$ cat config.mk
export PLATFORM = sky130hd
export DESIGN_NAME = gobl_pipe_ctrl
export DESIGN_NICKNAME = d
export VERILOG_FILES = /design/src/rtl/gobl_pkg.sv /design/src/rtl/gobl_pipe_ctrl.sv
export SDC_FILE = /design/constraint.sdc
export NUM_CORES = 1
export LEC_CHECK = 0
export ABC_AREA = 1
export BUFFER_PORTS_ARGS = -buffer_cell sky130_fd_sc_hd__buf_2
export CORE_AREA = 5 5 42 44
export DETAILED_ROUTE_END_ITERATION = 6
export DIE_AREA = 0 0 47 49
export HOLD_SLACK_MARGIN = 0.03
export MAX_ROUTING_LAYER = met4
export PLACE_DENSITY = 0.3
export SLEW_MARGIN = 20
export SYNTH_ARGS = -nofsm -noshare
export SYNTH_HDL_FRONTEND = slang
export SYNTH_SLANG_ARGS = --single-unit
$ cat constraint.sdc
create_clock -name clock -period 0.8 [get_ports clock]
set_input_delay 0.12 -clock clock [delete_from_list [all_inputs] [get_ports clock]]
set_output_delay 0.12 -clock clock [all_outputs]
set_load 0.03 [all_outputs]
$ cat src/rtl/gobl_pkg.sv
package gobl_pkg;

   localparam int RAW_W      = 16;
   localparam int COEF_W     = 24;
   localparam int OUT_W      = 24;
   localparam int MAX_AXES   = 3;
   localparam int CSR_IDX_W  = 3;
   localparam int CSR_DATA_W = 24;

   localparam int AXES_DEF           = 3;
   localparam int COEF_FRAC_BITS_DEF = 22;
   localparam int OUT_FRAC_BITS_DEF  = 8;

   localparam int OUT_MAX = 8388607;
   localparam int OUT_MIN = -8388608;

   localparam logic [CSR_IDX_W-1:0] REG_COEF_B0  = 3'd0;
   localparam logic [CSR_IDX_W-1:0] REG_COEF_B1  = 3'd1;
   localparam logic [CSR_IDX_W-1:0] REG_COEF_B2  = 3'd2;
   localparam logic [CSR_IDX_W-1:0] REG_COEF_A1  = 3'd3;
   localparam logic [CSR_IDX_W-1:0] REG_COEF_A2  = 3'd4;
   localparam logic [CSR_IDX_W-1:0] REG_OFFSET_X = 3'd5;
   localparam logic [CSR_IDX_W-1:0] REG_OFFSET_Y = 3'd6;
   localparam logic [CSR_IDX_W-1:0] REG_OFFSET_Z = 3'd7;

   // 30 Hz butterworth at 200 Hz sample rate, q2.22
   localparam logic signed [COEF_W-1:0] COEF_B0_RST = 24'sd549900;
   localparam logic signed [COEF_W-1:0] COEF_B1_RST = 24'sd1099801;
   localparam logic signed [COEF_W-1:0] COEF_B2_RST = 24'sd549900;
   localparam logic signed [COEF_W-1:0] COEF_A1_RST = -24'sd3136455;
   localparam logic signed [COEF_W-1:0] COEF_A2_RST = 24'sd1141752;

   typedef struct packed {
      logic signed [COEF_W-1:0] b0;
      logic signed [COEF_W-1:0] b1;
      logic signed [COEF_W-1:0] b2;
      logic signed [COEF_W-1:0] a1;
      logic signed [COEF_W-1:0] a2;
   } coef_set_type;

   typedef struct packed {
      logic load1;
      logic load2;
      logic load3;
   } pipe_ctrl_type;

   typedef struct packed {
      logic signed [RAW_W-1:0] raw_x;
      logic signed [RAW_W-1:0] raw_y;
      logic signed [RAW_W-1:0] raw_z;
   } req_payload_type;

   typedef struct packed {
      logic signed [OUT_W-1:0] filt_x;
      logic signed [OUT_W-1:0] filt_y;
      logic signed [OUT_W-1:0] filt_z;
   } rsp_payload_type;

endpackage

$ cat src/rtl/gobl_pipe_ctrl.sv
module gobl_pipe_ctrl (
   input  logic                   clock,
   input  logic                   reset,
   input  logic                   in_valid,
   output logic                   in_ready,
   output logic                   out_valid,
   input  logic                   out_ready,
   output gobl_pkg::pipe_ctrl_type ctrl
);
   import gobl_pkg::*;

   logic v1_ff, v2_ff, v3_ff;
   logic v1_in, v2_in, v3_in;
   logic ready1, ready2, ready3;

   // each stage moves when the one after it is empty or moving
   assign ready3     = !v3_ff || out_ready;
   assign ctrl.load3 = v2_ff && ready3;
   assign ready2     = !v2_ff || ctrl.load3;
   assign ctrl.load2 = v1_ff && ready2;
   assign ready1     = !v1_ff || ctrl.load2;
   assign ctrl.load1 = in_valid && ready1;

   assign in_ready  = ready1;
   assign out_valid = v3_ff;

   assign v1_in = ctrl.load1 || (v1_ff && !ctrl.load2);
   assign v2_in = ctrl.load2 || (v2_ff && !ctrl.load3);
   assign v3_in = ctrl.load3 || (v3_ff && !out_ready);

   always_ff @(posedge clock) begin
      if (reset) begin
         v1_ff <= 1'b0;
         v2_ff <= 1'b0;
         v3_ff <= 1'b0;
      end else begin
         v1_ff <= v1_in;
         v2_ff <= v2_in;
         v3_ff <= v3_in;
      end
   end

endmodule

Word level (Yosys, flattened, before mapping)
Cells that the tools add are included.

word-level totals
  output and inout bits = 5
  flip-flop bits (word level) = 3
  memories kept = 0
  logic and storage cells = 21
  input port bits = 4
  latch bits = 0
  bits in writable memories = 0
  bits in read-only memories = 0

operators by class
  eq/ne operators = 0
  bitwise gates (word level) = 0
  multiply operators = 0
  divide/modulo/power cells = 0
  shift operators = 0
  magnitude comparators = 0
  reduce and logical (&&, ||, !) cells = 18
  add/sub/neg operators = 0
  multiplexer cells = 0

operators by type and width
  kind               number
  logical AND 1 bit  6
  logical NOT 1 bit  6
  logical OR 1 bit   6

Logic depth before layout (Yosys ltp)
Gate-level depths: netlist of run 1.

  word-level depth = 8
  mapped depth = 4
  depth with buffers taken out = 4

Worst setup path before layout of run 1
Ideal clock, no wire load.

  path kind = flip-flop to output port
  start point = register v3_ff (netlist: out_valid)
  end point = output ctrl[2] (netlist bit)
  path buffers = 0
  path slack = -0.479 ns
  arrival = 1.159 ns
  stages on the path, launching flop included = 4
  path through = dfxtp_1 > nand4_2 > nand2_1 > inv_1

RTL lines
  item                      line                  RTL
  start: declaration        gobl_pipe_ctrl.sv:12  logic v1_ff, v2_ff, v3_ff;
  start signal: assignment  gobl_pipe_ctrl.sv:39  v3_ff <= v3_in;
  end: declaration          gobl_pipe_ctrl.sv:8   output gobl_pkg::pipe_ctrl_type ctrl

==> results_dict.tcl, run 1 <==
set metrics [dict create \
    io_pins 9 \
    power_frac_comb_pct 16.5 \
    numCtsBuffers 3 \
    rsz0062_at_grt "yes" \
    final_common_cell "buf_4" \
    skew_ns 0.00157 \
    first_global_vias 159 \
    layout_common_cells "buf_4 (5), inv_1 (4), buf_6 (4)" \
    fin_cells 50 \
    power_frac_clock_pct 51.2 \
    cts_tree "done" \
    area_growth_pct 131 \
    fillers 168 \
    die-width_um 47 \
    gp_congestion 0.619 \
    track_usage_pct 4.55 \
    violations "setup timing" \
    drive_above_1_share_pct 76.5 \
    min_path_type "in2reg" \
    setup_violations 5 \
    fp.dieH_um 49 \
    multi_input_area_um2 76.3 \
    hp-start "reset" \
    setup_slack_ns -0.277 \
    pwr-share-seq_pct 32.3 \
    fp-row-count 14 \
    worst_setup_path_start_kind "register" \
    min_to "v1_ff$_SDFF_PP0_" \
    min_period_ns 1.08 \
    syn-cell-area_um2 135 \
    setup.worst_path.class "reg2out" \
    ys_types 7 \
    htreeDepth 1 \
    max_freq_mhz 929 \
    syn_area_per_cell_um2 7.51 \
    via_count 166 \
    ys_seq_area_share_pct 44.4 \
    wl_per_cell_um 7.82 \
    core_region_area_mm2 0.00140 \
    hpwl_um 299 \
    path_clk_slew_ns 0.04 \
    ys_ff_latch 3 \
    p_int_uw 380 \
    p_sw_uw 130 \
    r2r_cells 3 \
    tns_ns -1.15 \
    swShare_pct 25.5 \
    start_util_pct 9.64 \
    synthCells 18 \
    hold_buffers 0 \
    slew-limit-headroom_pct 90.2 \
    grt-ovfl-total 0 \
    status "finished with violations" \
    worst_pin_slew_ns 0.148 \
    nNetsFinal 39 \
    vias_per_cell 3.32 \
    yosys_warnings 0 \
    dpl_cell_area_um2 236 \
    critPathMaxFanout 3 \
    maxCapViolations 0 \
    fin_crit_sh_pct 135 \
    r2r_slack_ns 0.03 \
    grt_max_degree 6 \
    drt_pre_antenna_iters 2 \
    diodes 0 \
    antenna_found_initial 0 \
    r2r-end "v2_ff$_SDFF_PP0_" \
    maxSlewViolCount 0 \
    arrival_ns 0.96 \
    dp.cells 45 \
    synth_nets 22 \
    seq_area_um2 68.8 \
    ant_nets 0 \
    finalHoldViolations 0 \
    r2r-start "out_valid$_SDFF_PP0_" \
    power_density_mw_per_mm2 1640 \
    crit_required_ns 0.68 \
    stdcell_area_um2 312 \
    vdd_drop_max_mv 0.545 \
    portBuffers 8 \
    cts_root_buf "clkbuf_4" \
    ctsLongestPathBuffers 2 \
    dieArea_mm2 0.00230 \
    grt_pass1_wl_um 641 \
    cp-end-kind "output port" \
    drcViolationCount 0 \
    drt_iter0_markers 1 \
    routed_wl_um 391 \
    postLayoutCoreUtil_pct 22.2 \
    insertion_delay_ns 0.23 \
    leakage_nw 0.146 \
    p_total_uw 510 \
    whs_path_depth 2 \
    cts_sinks 3 \
]
-- power by group through the flow --
stage / clock network [mW] / logic, mW / registers (mW)
2_1_floorplan: 0 / 0.0364 / 0.171
3_3_place_gp: 0 / 0.0683 / 0.168
3_5_place_dp: 0 / 0.0686 / 0.167
4_1_cts: 0.277 / 0.0777 / 0.166
5_1_grt: 0.294 / 0.0918 / 0.166
6_report: 0.261 / 0.0841 / 0.165
-- worst max path at each step --
| stage | from | endpoint | slack [ns] | cells after the start |
|---|---|---|---|---|
| 2_1_floorplan | out_valid$_SDFF_PP0_ | ctrl[2] | -0.10 | 3 |
| 3_3_place_gp | v2_ff$_SDFF_PP0_ | ctrl[1] | -0.09 | 4 |
| 3_5_place_dp | v2_ff$_SDFF_PP0_ | ctrl[2] | -0.09 | 4 |
| 4_1_cts | out_valid$_SDFF_PP0_ | ctrl[1] | -0.30 | 4 |
| 5_1_grt | v2_ff$_SDFF_PP0_ | ctrl[2] | -0.33 | 4 |
| 6_report | v2_ff$_SDFF_PP0_ | ctrl[2] | -0.28 | 4 |
-- flip-flops by register name (all words and copies together) (netlist names) --
register	cells
out_valid	1
v2_ff	1
v1_ff	1
-- worst max-delay path, cell delays in order (launching register included) --
cell	delay [ns]
dfxtp_4	0.36
nand4_4	0.13
nand2_2	0.08
inv_2	0.03
buf_6	0.12
-- per-layer routing --
layer	track usage [%]	wire length [µm]	up-vias
met5	-	0	-
met2	4.75	180	8
met4	4.15	0	0
met3	4.80	54	0
met1	4.40	155	71
li1	-	-	87
-- Yosys cell counts --
cell type  count  area (µm²)
dfxtp_1        3        60.1
inv_1          6        22.5
a21oi_2        1        8.76
nand2_1        3        11.3
nand3_1        1        5.00
nand4_2        1        12.5
a21oi_1        3        15.0
-- cells by family after synthesis --
family	after synthesis	synth area share [%]
AO/OA/AOI/OAI	4	17.6
flip-flops	3	44.4
buffers and inverters	6	16.7
AND/OR/NAND/NOR	5	21.3
-- timing repair --
action | 4_1_cts | 5_1_grt
pin swaps | 0 | 3
gates resized for setup | 9 | 6
cloned | 0 | 0
buffers inserted | 0 | 1
endpoints found under the setup margin | 6 | 6
hold endpoints to repair | 0 | 0
-- area by class of cell --
class	instances	share of cell area [%]
Clock buffer	4	8.43
Timing Repair Buffer	12	31.3
Multi-Input combinational cell	9	24.5
Tap cell	16	6.43
Sequential cell	3	22.1
Inverter	6	7.23
-- through the flow --
step	setup slack, ns	hold slack, ns
3_5_place_dp	-0.0929	0.327
2_1_floorplan	-0.104	0.179
3_3_place_gp	-0.0937	0.326
5_1_grt	-0.333	0.0951
4_1_cts	-0.298	0.0719
6_report	-0.277	0.0858
Note: power is estimated with default switching activity, not from simulation.
==> run 2, diff against run 1 <==
--- a/config.mk
+++ b/config.mk
@@ -8,11 +8,14 @@
 export ABC_AREA = 1
 export BUFFER_PORTS_ARGS = -buffer_cell sky130_fd_sc_hd__buf_2
 export CORE_AREA = 5 5 42 44
+export CTS_BUF_LIST = sky130_fd_sc_hd__clkbuf_4 sky130_fd_sc_hd__clkbuf_8
 export DETAILED_ROUTE_END_ITERATION = 6
 export DIE_AREA = 0 0 47 49
+export GPL_ROUTABILITY_DRIVEN = 0
 export HOLD_SLACK_MARGIN = 0.03
 export MAX_ROUTING_LAYER = met4
 export PLACE_DENSITY = 0.3
+export RECOVER_POWER = 25
 export SLEW_MARGIN = 20
 export SYNTH_ARGS = -nofsm -noshare
 export SYNTH_HDL_FRONTEND = slang
==> run 2 against run 1 <==
Compared with the run above:
- the flow still finishes with violations (setup timing)
- hold slack worse by 0.0010 ns
- maximum frequency hardly changed
- combinational power hardly changed
- die area stayed put
- global-route usage is 0.43 points higher
- critical path type unchanged
- critical endpoint unchanged
- highest routed layer unchanged
==> results_dict.tcl, run 2 (synthesis results as in run 1) <==
set metrics [dict create \
    ctsLongestPathBuffers 2 \
    maxCapViolations 0 \
    via_count 167 \
    die-width_um 47 \
    cts_tree "done" \
    fp.dieH_um 49 \
    grt_max_degree 6 \
    finalHoldViolations 0 \
    nNetsFinal 39 \
    dieArea_mm2 0.00230 \
    min_period_ns 1.08 \
    tns_ns -1.15 \
    drt_iter0_markers 1 \
    final_common_cell "buf_4" \
    p_sw_uw 130 \
    min_path_type "in2reg" \
    cts_root_buf "clkbuf_4" \
    routed_wl_um 391 \
    diodes 0 \
    fillers 167 \
    first_global_vias 157 \
    skew_ns 0.00217 \
    setup_slack_ns -0.278 \
    rsz0062_at_grt "yes" \
    power_frac_clock_pct 54.2 \
    cp-end-kind "output port" \
    dp.cells 45 \
    setup.worst_path.class "reg2out" \
    wl_per_cell_um 7.82 \
    vias_per_cell 3.34 \
    hold_buffers 0 \
    htreeDepth 1 \
    worst_setup_path_start_kind "register" \
    layout_common_cells "buf_4 (5), inv_1 (4), clkbuf_4 (4), buf_6 (4)" \
    p_int_uw 414 \
    maxUsedRoutingLayer "met3" \
    worst_pin_slew_ns 0.148 \
    ant_nets 0 \
    routed-wl-met3_um 54 \
    grt_pass1_wl_um 662 \
    drcViolationCount 0 \
    postLayoutCoreUtil_pct 22.5 \
    maxSlewViolCount 0 \
    critPathMaxFanout 3 \
    start_util_pct 9.64 \
    p_total_uw 544 \
    fp-row-count 14 \
    wl_met2_um 183 \
    core_region_area_mm2 0.00140 \
    path_clk_slew_ns 0.04 \
    cts_sinks 3 \
    pwr-share-seq_pct 30.3 \
    setup_violations 5 \
    drive_above_1_share_pct 79.4 \
    leakage_nw 0.150 \
    fin_cells 50 \
    crit_required_ns 0.68 \
    m1WireLength_um 153 \
    track_usage_pct 4.98 \
    power_frac_comb_pct 15.5 \
    vdd_drop_max_mv 0.545 \
    fin_crit_sh_pct 135 \
    max_freq_mhz 928 \
    arrival_ns 0.96 \
    swShare_pct 24.0 \
    area_growth_pct 133 \
    drt_pre_antenna_iters 2 \
    io_pins 9 \
    insertion_delay_ns 0.23 \
    portBuffers 8 \
    slew-limit-headroom_pct 90.2 \
    place_ws_ns -0.0929 \
    violations "setup timing" \
    power_density_mw_per_mm2 1720 \
    grt-ovfl-total 0 \
    status "finished with violations" \
    numCtsBuffers 3 \
    hpwl_um 299 \
    antenna_found_initial 0 \
]
run 2: cell counts in the layout (fill, tap and decap cells not counted):
Identical to the previous run, type by type.
run 2: stage by stage:
stage / hold slack [ns] / instance area, µm²
5_1_grt: 0.0870 / 315
3_3_place_gp: 0.326 / 236
2_1_floorplan: 0.179 / 154
4_1_cts: 0.0694 / 290
6_report: 0.0848 / 315
3_5_place_dp: 0.327 / 236
run 2: final cells by class:
type | count | area (µm²) | share of cell area [%]
clock buffer | 4 | 30.0 | 9.52
inverter | 6 | 22.5 | 7.14
multi-input combinational | 9 | 76.3 | 24.2
sequential | 3 | 68.8 | 21.8
tap | 16 | 20.0 | 6.35
timing repair buffer | 12 | 97.6 | 31.0
run 2: power groups by stage:
stage	Combinational (mW)	Sequential [mW]	Clock (mW)
3_3_place_gp	0.0683	0.168	0
5_1_grt	0.0918	0.166	0.339
3_5_place_dp	0.0686	0.167	0
4_1_cts	0.0777	0.166	0.314
6_report	0.0841	0.165	0.295
2_1_floorplan	0.0364	0.171	0
run 2: final timing paths:
path | start | to | slack (ns) | cells past startpoint
setup / recovery | v2_ff$_SDFF_PP0_ | ctrl[2] | -0.28 | 4
hold / removal | reset | v1_ff$_SDFF_PP0_ | 0.08 | 2
setup reg to reg | out_valid$_SDFF_PP0_ | v2_ff$_SDFF_PP0_ | 0.03 | 3
hold reg to reg | v1_ff$_SDFF_PP0_ | v2_ff$_SDFF_PP0_ | 0.47 | 2
run 2: worst max-delay path: stages, from the launching register on:
cell and delay (ns):
dfxtp_4 0.36, nand4_4 0.13, nand2_2 0.08, inv_2 0.03
buf_6 0.12
run 2: what timing repair did:
action	4_1_cts	5_1_grt
setup endpoints to repair	6	6
buffers inserted	0	1
gates resized for setup	9	6
pin swaps	0	3
endpoints found under the hold margin	0	0
run 2: routing by layer:
| layer | up-vias | global-route usage [%] |
|---|---|---|
| li1 | 87 | - |
| met1 | 72 | 4.40 |
| met2 | 8 | 4.75 |
| met3 | 0 | 5.90 |
| met4 | 0 | 5.53 |
| met5 | - | - |
==> run 3, diff against run 2 <==
--- a/config.mk
+++ b/config.mk
@@ -7,10 +7,10 @@
 export LEC_CHECK = 0
 export ABC_AREA = 1
 export BUFFER_PORTS_ARGS = -buffer_cell sky130_fd_sc_hd__buf_2
-export CORE_AREA = 5 5 42 44
+export CORE_AREA = 2 2 39 41
 export CTS_BUF_LIST = sky130_fd_sc_hd__clkbuf_4 sky130_fd_sc_hd__clkbuf_8
 export DETAILED_ROUTE_END_ITERATION = 6
-export DIE_AREA = 0 0 47 49
+export DIE_AREA = 0 0 41 43
 export GPL_ROUTABILITY_DRIVEN = 0
 export HOLD_SLACK_MARGIN = 0.03
 export MAX_ROUTING_LAYER = met4
==> run 3 against run 2 <==
Compared with the run above:
- the flow still finishes with violations (setup timing)
- die area down 23%
- critical path type unchanged
- clock-buffer cell count did not move
- sequential cell count unchanged
- power fell by 0.57%
- combinational power decreased by 6.4%
==> results_dict.tcl, run 3 (synthesis results as in run 1) <==
set metrics [dict create \
    grt_max_degree 6 \
    min_path_type "in2reg" \
    stdcell_area_um2 299 \
    pwr-share-seq_pct 30.5 \
    postLayoutCoreUtil_pct 21.6 \
    dpl_cell_area_um2 236 \
    power_frac_clock_pct 54.9 \
    swShare_pct 24.4 \
    dp.cells 45 \
    insertion_delay_ns 0.23 \
    setup_slack_ns -0.263 \
    worst_setup_path_start_kind "register" \
    fillers 160 \
    finalHoldViolations 0 \
    skew_ns 0.0000381 \
    setup.worst_path.class "reg2out" \
    cts_sinks 3 \
    fin_crit_sh_pct 133 \
    vdd_drop_max_mv 0.491 \
    wl_per_cell_um 7.59 \
    drt_iter0_markers 1 \
    p_int_uw 409 \
    power_density_mw_per_mm2 1810 \
    dieArea_mm2 0.00176 \
    maxSlewViolCount 0 \
    critPathMaxFanout 3 \
    setup_violations 5 \
    diodes 0 \
    die-width_um 41 \
    tns_ns -1.10 \
    drcViolationCount 0 \
    io_pins 9 \
    antenna_found_initial 0 \
    fp-row-count 14 \
    grt_pass1_wl_um 538 \
    cts_tree "done" \
    core_region_area_mm2 0.00138 \
    layout_common_cells "buf_2 (5), inv_1 (4), clkbuf_4 (4)" \
    cts_root_buf "clkbuf_4" \
    fin_cells 49 \
    grt-ovfl-total 0 \
    via_count 158 \
    numCtsBuffers 3 \
    status "finished with violations" \
    power_frac_comb_pct 14.6 \
    cp-end-kind "output port" \
    first_global_vias 145 \
    arrival_ns 0.94 \
    htreeDepth 1 \
    ctsLongestPathBuffers 2 \
    track_usage_pct 5.54 \
    postCtsSetupBuffers 0 \
    p_total_uw 541 \
    min_period_ns 1.06 \
    vias_per_cell 3.22 \
    final_common_cell "buf_2" \
    leakage_nw 0.141 \
    drive_above_1_share_pct 78.8 \
    hold_buffers 0 \
    hpwl_um 299 \
    drt_pre_antenna_iters 2 \
    rsz0062_at_grt "yes" \
    ant_nets 0 \
    p_sw_uw 132 \
    holdWs_ns 0.0855 \
    portBuffers 8 \
    worst_pin_slew_ns 0.195 \
    nNetsFinal 38 \
    violations "setup timing" \
    crit_required_ns 0.68 \
    fp.dieH_um 43 \
    path_clk_slew_ns 0.04 \
    area_growth_pct 121 \
    slew-limit-headroom_pct 87.0 \
    start_util_pct 9.76 \
    maxCapViolations 0 \
    place_ws_ns -0.0955 \
    routed_wl_um 372 \
    max_freq_mhz 940 \
]
-- run 3: changes by cell type in the layout (fill, tap and decap cells not counted), sizes merged --
cell / change
buf: -1
-- run 3: worst paths after layout --
path | from | depth (start not counted) | slack, ns | end
max | v2_ff$_SDFF_PP0_ | 4 | -0.26 | ctrl[2]
min | reset | 2 | 0.09 | v1_ff$_SDFF_PP0_
max reg2reg | v2_ff$_SDFF_PP0_ | 3 | 0.01 | v1_ff$_SDFF_PP0_
min reg2reg | v1_ff$_SDFF_PP0_ | 2 | 0.49 | v2_ff$_SDFF_PP0_
-- run 3: area by class of cell --
type / instances / area (µm²) / area share (%)
repair buffers: 11 / 81.3 / 27.2
multi-input cells: 9 / 76.3 / 25.5
flip-flops and latches: 3 / 68.8 / 23.0
clock buffers: 4 / 30.0 / 10.0
inverters: 6 / 22.5 / 7.53
well taps: 16 / 20.0 / 6.69
-- run 3: power groups by stage --
stage | Combinational (mW) | Clock, mW | Sequential (mW)
CTS | 0.0777 | 0.314 | 0.165
floorplan | 0.0364 | 0 | 0.171
global placement | 0.0654 | 0 | 0.168
detailed placement | 0.0665 | 0 | 0.168
global route | 0.0848 | 0.334 | 0.166
finish | 0.0787 | 0.297 | 0.165
-- run 3: worst max-delay path: stages (launching register included) --
cell and delay (ns):
dfxtp_4 0.36, nand4_4 0.12, nand2_2 0.08, inv_2 0.03, buf_6 0.12
-- run 3: what timing repair did --
item                       CTS  global route
cloned                       0             0
hold endpoints to repair     0             0
pin swaps                    3             3
setup endpoints to repair    7             7
gates resized for setup     10             1
-- run 3: metal layers --
metal / up-vias / wire length [µm] / global-route usage [%] / share of wire [%]
li1: 84 / - / - / -
met1: 66 / 170 / 5.41 / 46
met2: 8 / 163 / 5.94 / 44
met3: 0 / 38 / 1.57 / 10
met4: 0 / 0 / 10.0 / 0
met5: - / 0 / - / 0
